## config.mk

```make
export PLATFORM = sky130hd
export DESIGN_NAME = pfci_cmd
export DESIGN_NICKNAME = d
export VERILOG_FILES = /design/src/rtl/core/pfci_pkg.sv /design/src/rtl/core/pfci_cmd.sv
export SDC_FILE = /design/constraint.sdc
export NUM_CORES = 1
export LEC_CHECK = 0
export ABC_AREA = 0
export BUFFER_PORTS_ARGS = -buffer_cell sky130_fd_sc_hd__clkbuf_2
export CELL_PAD_IN_SITES_DETAIL_PLACEMENT = 1
export CELL_PAD_IN_SITES_GLOBAL_PLACEMENT = 1
export CORE_UTILIZATION = 29
export CTS_CLUSTER_SIZE = 30
export DETAILED_ROUTE_END_ITERATION = 7
export PLACE_DENSITY = 0.8
export SLEW_MARGIN = 20
export SYNTH_ARGS = -nofsm -noshare
export SYNTH_HDL_FRONTEND = slang
export SYNTH_SLANG_ARGS = --single-unit
```

## constraint.sdc

```tcl
create_clock -name aclk -period 2.1 [get_ports aclk]
set_input_delay 0.21 -clock aclk [delete_from_list [all_inputs] [get_ports aclk]]
set_output_delay 0.21 -clock aclk [all_outputs]
set_load 0.02 [all_outputs]
```

## src/rtl/core/pfci_pkg.sv

```systemverilog
// Shared types and constants for the paged flash command interface.
`default_nettype none

package pfci_pkg;

    // Command sequencer states (JEDEC unlock / command flow)
    typedef enum logic [3:0] {
        CMD_IDLE          = 4'd0,
        CMD_UNLOCK1       = 4'd1,
        CMD_COMMAND       = 4'd2,
        CMD_PROGRAM       = 4'd3,
        CMD_ERASE_UNLOCK1 = 4'd4,
        CMD_ERASE_UNLOCK2 = 4'd5,
        CMD_ERASE_CMD     = 4'd6,
        CMD_AUTOSELECT    = 4'd7
    } cmd_state_t;

    // Memory sequencer states
    typedef enum logic [2:0] {
        SEQ_SWEEP = 3'd0,
        SEQ_FIND  = 3'd1,
        SEQ_RUN   = 3'd2,
        SEQ_READ  = 3'd3,
        SEQ_PROG  = 3'd4
    } seq_state_t;

    // Actions that a command write starts
    typedef struct packed {
        logic prog;
        logic chip_erase;
        logic sector_erase;
    } cmd_act_t;

    // Command decode sees only the low offset bits
    localparam int CMD_OFF_W = 11;

    localparam logic [CMD_OFF_W-1:0] CMD_ADDR_A = 11'h555;
    localparam logic [CMD_OFF_W-1:0] CMD_ADDR_B = 11'h2AA;

    localparam logic [7:0] DATA_UNLOCK1  = 8'hAA;
    localparam logic [7:0] DATA_UNLOCK2  = 8'h55;
    localparam logic [7:0] DATA_PROGRAM  = 8'hA0;
    localparam logic [7:0] DATA_ERASE    = 8'h80;
    localparam logic [7:0] DATA_AUTOSEL  = 8'h90;
    localparam logic [7:0] DATA_CHIP     = 8'h10;
    localparam logic [7:0] DATA_SECTOR   = 8'h30;
    localparam logic [7:0] DATA_RESET    = 8'hF0;

    localparam logic [7:0] ID_MFR        = 8'h01;
    localparam logic [7:0] ID_DEV        = 8'h20;
    localparam logic [7:0] ID_NONE       = 8'h00;
    localparam logic [7:0] ERASED_BYTE   = 8'hFF;

endpackage

`default_nettype wire

```

## src/rtl/core/pfci_cmd.sv

```systemverilog
// JEDEC command sequencer: unlock tracking and command decode.
`default_nettype none

module pfci_cmd (
    input  wire logic                            aclk,
    input  wire logic                            aresetn,
    input  wire logic                            wr_fire,
    input  wire logic [pfci_pkg::CMD_OFF_W-1:0]  cmd_off,
    input  wire logic [7:0]                      data,
    output pfci_pkg::cmd_state_t                 state,
    output pfci_pkg::cmd_act_t                   act
);

    import pfci_pkg::*;

    cmd_state_t state_reg, state_next;

    logic at_a, at_b;
    assign at_a = (cmd_off == CMD_ADDR_A);
    assign at_b = (cmd_off == CMD_ADDR_B);

    // next command state
    always_comb begin
        state_next = state_reg;
        if (wr_fire) begin
            if (data == DATA_RESET) begin
                state_next = CMD_IDLE;
            end else begin
                case (state_reg)
                    CMD_IDLE: begin
                        if (at_a && data == DATA_UNLOCK1) state_next = CMD_UNLOCK1;
                    end
                    CMD_UNLOCK1: begin
                        state_next = (at_b && data == DATA_UNLOCK2) ? CMD_COMMAND : CMD_IDLE;
                    end
                    CMD_COMMAND: begin
                        if (at_a && data == DATA_PROGRAM)      state_next = CMD_PROGRAM;
                        else if (at_a && data == DATA_ERASE)   state_next = CMD_ERASE_UNLOCK1;
                        else if (at_a && data == DATA_AUTOSEL) state_next = CMD_AUTOSELECT;
                        else                                   state_next = CMD_IDLE;
                    end
                    CMD_ERASE_UNLOCK1: begin
                        state_next = (at_a && data == DATA_UNLOCK1) ? CMD_ERASE_UNLOCK2
                                                                    : CMD_IDLE;
                    end
                    CMD_ERASE_UNLOCK2: begin
                        state_next = (at_b && data == DATA_UNLOCK2) ? CMD_ERASE_CMD : CMD_IDLE;
                    end
                    default: begin
                        // erase command, program, autoselect: one write and done
                        state_next = CMD_IDLE;
                    end
                endcase
            end
        end
    end

    // actions started by this write
    always_comb begin
        act = '0;
        if (wr_fire && data != DATA_RESET) begin
            case (state_reg)
                CMD_PROGRAM: begin
                    act.prog = 1'b1;
                end
                CMD_ERASE_CMD: begin
                    if (at_a && data == DATA_CHIP) act.chip_erase = 1'b1;
                    else if (data == DATA_SECTOR)  act.sector_erase = 1'b1;
                end
                default: begin
                    act = '0;
                end
            endcase
        end
    end

    always_ff @(posedge aclk) begin
        if (!aresetn) begin
            state_reg <= CMD_IDLE;
        end else begin
            state_reg <= state_next;
        end
    end

    assign state = state_reg;

endmodule

`default_nettype wire

```

-- Word-level counts from Yosys, hierarchy flattened
Cells that the tools add are included.
- eq/ne operators: 18
- reduce and logical (&&, ||, !) cells: 9
- mux-type cells: 15
- operators with widths (operator ; number):
    $eq 8x8->1 const B ; 5
    $pmux 4 s5 ; 1
    $mux 3 ; 6
    $eq 4x3->1 const B ; 3
    $eq 11x10->1 const B ; 1
    $eq 11x11->1 const B ; 1
    $eq 4x2->1 const B ; 2
    $eq 8x5->1 const B ; 1
    $eq 8x6->1 const B ; 1
    $eq 8x7->1 const B ; 1
    $mux 4 ; 2
    $ne 8x8->1 const B ; 1
    $logic_and 1x1->1 ; 7
    $eq 4x1->1 const B ; 1
    $logic_not 4->1 ; 1
    $mux 1 ; 4
    $mux 2 ; 2
    $ne 3x3->1 const B ; 1
    $reduce_and 2->1 ; 1
- word-level logic and storage cells: 43
- bits in registers: 4

-- Logic depth before layout (Yosys ltp)
- depth in word-level cells: 7
- gate-level depth with buffers: 6
- depth with buffers taken out: 5

-- Worst setup path after synthesis
No wires, ideal clock.
- path kind: flip-flop to output port
- start: register state_reg[0] (netlist: state[0])
- end: output act[1] in the netlist's numbering
- stages on the path, launching flop included: 4
- setup slack: 530 ps
- arrival time: 1360 ps
- path through: dfxtp_1 -> nor4_1 -> nand3_1 -> nor3_1
- RTL lines (item ; RTL line ; RTL):
    start, declared ; pfci_cmd.sv:16 ; cmd_state_t state_reg, state_next;
    start signal, assigned ; pfci_cmd.sv:81 ; state_reg <= state_next;
    end, declared ; pfci_cmd.sv:11 ; output pfci_pkg::cmd_act_t act

==> results.rst <==
.. list-table::
   :header-rows: 1

   * - Metric
     - Value
   * - Result of the run
     - finished clean
   * - Count of port buffers added during placement
     - 27
   * - Clock transition at the registers of the reported paths
     - approximately 0.040 ns
   * - Startpoint type of the worst setup path
     - flop
   * - Finished layout cell area
     - between 500 and 600 sq um
   * - Highest fanout seen on the critical path
     - 8
   * - Cell with the largest stage delay on the worst path
     - sky130_fd_sc_hd__nor4_1
   * - Diode count
     - 0
   * - Synthesized-area fraction occupied by ao, oa, aoi and oai cells
     - 0.1408
   * - Fraction of final layout cells with drive strength greater than 1
     - 0.4167
   * - Count of state elements after synthesis
     - 3
   * - Clk pwr share
     - 0.509
   * - Post-synthesis adder-cell area fraction
     - 0
   * - Top-level port count
     - 29
   * - Type of the worst setup path
     - flop to output pin
   * - Critical register-to-register path startpoint
     - state[1]
   * - HPWL after detailed placement
     - approximately 1200 um
   * - Area used by multi-input combinational logic
     - around 350 sq um
   * - Filler-free cell count of the finished design
     - roughly 100
   * - Maxcap violations
     - 0
   * - DR pass1 iterations
     - 4
   * - Die width
     - 41.14 um
   * - Distinct cells, synth
     - 34
   * - Placement Cell Area
     - 568.0 sq um
   * - Register-to-Register Path Depth
     - 4
   * - Htree depth
     - 1
   * - Peak VDD IR
     - approximately 170 uV
   * - Psw
     - 67.82 uW
   * - Drc violations
     - 0
   * - Beginning of the worst hold path
     - aresetn
   * - Register area
     - approximately 60 sq um
   * - Vias in the first global route
     - 544
   * - Final cycle utilization of the critical path
     - 0.8605
   * - CP Buf/Inv Count
     - 1
   * - Power density of the placed cells
     - 373.5 nW/um^2
   * - Root Driver
     - sky130_fd_sc_hd__clkbuf_4
   * - Maximum cell stage delay along the critical path
     - 0.41 ns
   * - Setup Buffers After CTS
     - 0
   * - Antenna violations before repair
     - 0
   * - Total of warnings raised by yosys
     - 0
   * - Slack of the worst reg-to-reg path
     - 0.54 ns
   * - Post-synth net total
     - 78
   * - Number of buffers added by the clock tree synthesis step
     - 3
   * - Worst hold path type
     - input pin to flop
   * - Vertical extent of the die
     - about 41 um
   * - Mean instance size in the synthesized netlist
     - 7.932 sq um
   * - Post-route antenna net violation count
     - 0
   * - Combinational family with the most area after synthesis
     - simple AND/OR/NAND/NOR gates
   * - Static leakage
     - around 0.00027 uW
   * - Simple-Gate Fraction of Synth Area
     - 0.5915
   * - Hold path endpoint
     - state[0]
   * - RSZ-0062 raised after global routing
     - no
   * - Sequential fraction of design power
     - 0.258
   * - Cell-by-cell trace of the critical path
     - nor4_1 > nand3_1 > nor3_1 > clkbuf_2
   * - Combinational power share
     - 0.234
   * - Drt wl/cell
     - around 15 um
   * - Row count
     - 13
   * - Cell area after synthesis
     - approximately 440 sq um
   * - Xor/xnor share of the synthesized area
     - 0.03944
   * - Count of final setup violators
     - 0
   * - Slew @ Worst Pin
     - approximately 0.54 ns
   * - Final setup skew
     - ~0.0021 ns
   * - Count of endpoints failing hold in the final timing report
     - 0
   * - Multiplexer share of the synthesized area
     - 0
   * - Final net count
     - 107
   * - CTS tree
     - built
   * - Fin Setup TNS
     - 0 ns
   * - Vias/cell
     - a little under 6
   * - Total via count after detailed routing
     - approximately 570
   * - Layout overhead on the synthesized area
     - 33.80%
   * - DP Cell Count
     - 95
   * - Relative max-transition margin
     - 0.6321
   * - Clock net sink count
     - 3
   * - Final design utilization
     - 0.4350
   * - Shortest period the worst path allows
     - between 1.5 and 2 ns
   * - Fmax achieved
     - between 0.5 and 0.6 GHz
   * - Net switching share of the total power
     - 0.3055
   * - Endpoint required time on the critical path
     - between 1.5 and 2 ns
   * - Fill cell count
     - roughly 190
   * - Skew-Pair Late Insertion Delay
     - around 0.25 ns
   * - PnR Total Power
     - approximately 220 uW
   * - Maximum root-to-sink buffer count
     - 2
   * - Largest net degree at the start of global routing
     - 11
   * - Die area
     - between 1500 and 2000 sq um
   * - Cts-stage hold buffer count
     - 0
   * - Number of instances on the worst hold path
     - 3
   * - Global route overflow
     - 0
   * - Std-Cell Core Area
     - roughly 1400 sq um
   * - Arrival time at the worst endpoint
     - roughly 1.6 ns
   * - Final Routed Wirelength
     - ~1500 um
   * - First-pass GRT wire length
     - ~2300 um
   * - Routability Congestion
     - 0.7955
   * - Number of gates resized after CTS
     - 0
   * - Critical path capture point type
     - output pin
   * - FF-to-FF End
     - state[2]
   * - Starting utilization of the core area
     - 0.3251
   * - Global-route usage over all layers
     - 0.2064
   * - DRT iter0 DRCs
     - 8
   * - Cell internal pwr
     - around 150 uW
   * - Share of synthesized area occupied by flip-flops and latches
     - 0.1352
   * - Pins Over Slew Limit
     - 0
   * - Synthesized instance count
     - 56
   * - Flip-flop count of the largest register after layout
     - 3
   * - Kind of cell with the highest combined delay on the critical path
     - simple AND/OR/NAND/NOR gates
[per-layer routing]
metal	GRT usage	vias to the layer above	routed length (um)
li1	-	274	-
met1	0.2236	267	654
met2	0.3945	27	762
met3	0.03804	4	90
met4	0.06452	0	23
met5	0	-	0
[cell usage after synthesis]
library cell                count  area share
sky130_fd_sc_hd__and2b_1        1       0.017
sky130_fd_sc_hd__o21ai_1        1       0.011
sky130_fd_sc_hd__nor3_2         1       0.023
sky130_fd_sc_hd__conb_1         1      0.0084
sky130_fd_sc_hd__o211a_1        1       0.023
sky130_fd_sc_hd__nor3_1         1       0.011
sky130_fd_sc_hd__nor4b_2        1       0.034
sky130_fd_sc_hd__nor3b_2        1       0.028
sky130_fd_sc_hd__nand2_1        5       0.042
sky130_fd_sc_hd__and2_1         1       0.014
sky130_fd_sc_hd__nor4_1         2       0.028
sky130_fd_sc_hd__and4_2         1       0.023
sky130_fd_sc_hd__xnor2_1        1       0.020
sky130_fd_sc_hd__nand4b_1       1       0.020
sky130_fd_sc_hd__xor2_1         1       0.020
sky130_fd_sc_hd__and4bb_1       4        0.11
sky130_fd_sc_hd__inv_1          2       0.017
sky130_fd_sc_hd__a21oi_1        1       0.011
sky130_fd_sc_hd__nor4bb_1       1       0.023
sky130_fd_sc_hd__a2111oi_0      1       0.020
sky130_fd_sc_hd__o2bb2ai_1      1       0.020
sky130_fd_sc_hd__and3_1         1       0.014
sky130_fd_sc_hd__buf_6          2       0.051
sky130_fd_sc_hd__nor4b_1        1       0.020
sky130_fd_sc_hd__a41oi_1        1       0.020
sky130_fd_sc_hd__nor2_1         5       0.042
sky130_fd_sc_hd__and4bb_2       1       0.028
sky130_fd_sc_hd__dfxtp_1        3        0.14
sky130_fd_sc_hd__a22o_1         1       0.020
sky130_fd_sc_hd__buf_4          1       0.017
sky130_fd_sc_hd__nand4_1        3       0.042
sky130_fd_sc_hd__nand2b_1       1       0.014
sky130_fd_sc_hd__nand3_1        5       0.056
sky130_fd_sc_hd__o21bai_1       1       0.017
[final cells by class]
class	count	area share
Clock buffer	4	0.04421
Inverter	2	0.01263
Multi-Input combinational cell	48	0.5832
Sequential cell	3	0.1011
Tap cell	15	0.03158
Timing Repair Buffer	27	0.2274
[worst reg2reg max path: stages (launching register included)]
cell and delay (ns):
sky130_fd_sc_hd__dfxtp_1 0.41, sky130_fd_sc_hd__and4bb_1 0.31, sky130_fd_sc_hd__nand3_1 0.08, sky130_fd_sc_hd__a2111oi_0 0.53, sky130_fd_sc_hd__o2bb2ai_1 0.16
[per-stage QoR]
stage / worst slack [ns] / hold WS, ns
after floorplan: 0.5297 / 0.3716
after global placement: 0.5382 / 0.5244
after detailed placement: 0.5173 / 0.5449
after CTS: 0.2838 / 0.2841
after global routing: 0.1300 / 0.3102
final: 0.2930 / 0.2994
[kinds of logic after synthesis]
family                    Yosys count
other                               1
xor gates and xnor gates            2
buffers and inverters               5
AOI/OAI and AO/OA                   8
and+or+nand+nor                    37
DFF                                 3
[cells in the final DEF, fill, tap and decap left out, drive strengths merged]
master	synthesis	routed
o21ai	1	1
o2bb2ai	1	1
o21bai	1	1
o211a	1	1
inv	2	2
nand2	5	5
clkbuf	0	31
and4bb	5	5
a41oi	1	1
a21oi	1	1
xnor2	1	1
nor4bb	1	1
nand4b	1	1
nand4	3	3
nand3	5	5
nor4	2	2
nand2b	1	1
nor3b	1	1
nor2	5	5
conb	1	1
nor4b	2	2
and2	1	1
and2b	1	1
and4	1	1
a22o	1	1
xor2	1	1
dfxtp	3	3
nor3	2	2
a2111oi	1	1
and3	1	1
[power groups by stage]
stage | sequential (uW) | combinational, uW | clock [uW]
2_1_floorplan | 58.2 | 23.4 | 0
3_3_place_gp | 58.2 | 49.6 | 0
3_5_place_dp | 58.2 | 50.7 | 0
4_1_cts | 57.2 | 51.5 | 114
5_1_grt | 57.0 | 55.9 | 123
6_report | 57.2 | 51.9 | 113
[worst max-delay path by stage]
| stage | startpoint | to | slack (ns) | cells after the start |
|---|---|---|---|---|
| floorplan | state[0] | act[1] | 0.53 | 3 |
| global placement | state[0] | act[1] | 0.54 | 4 |
| detailed placement | data[0] | state[2] | 0.52 | 5 |
| CTS | state[0] | act[1] | 0.28 | 4 |
| global route | state[0] | act[1] | 0.13 | 4 |
| finish | state[0] | act[1] | 0.29 | 4 |
(Power assumes the default switching activity.)
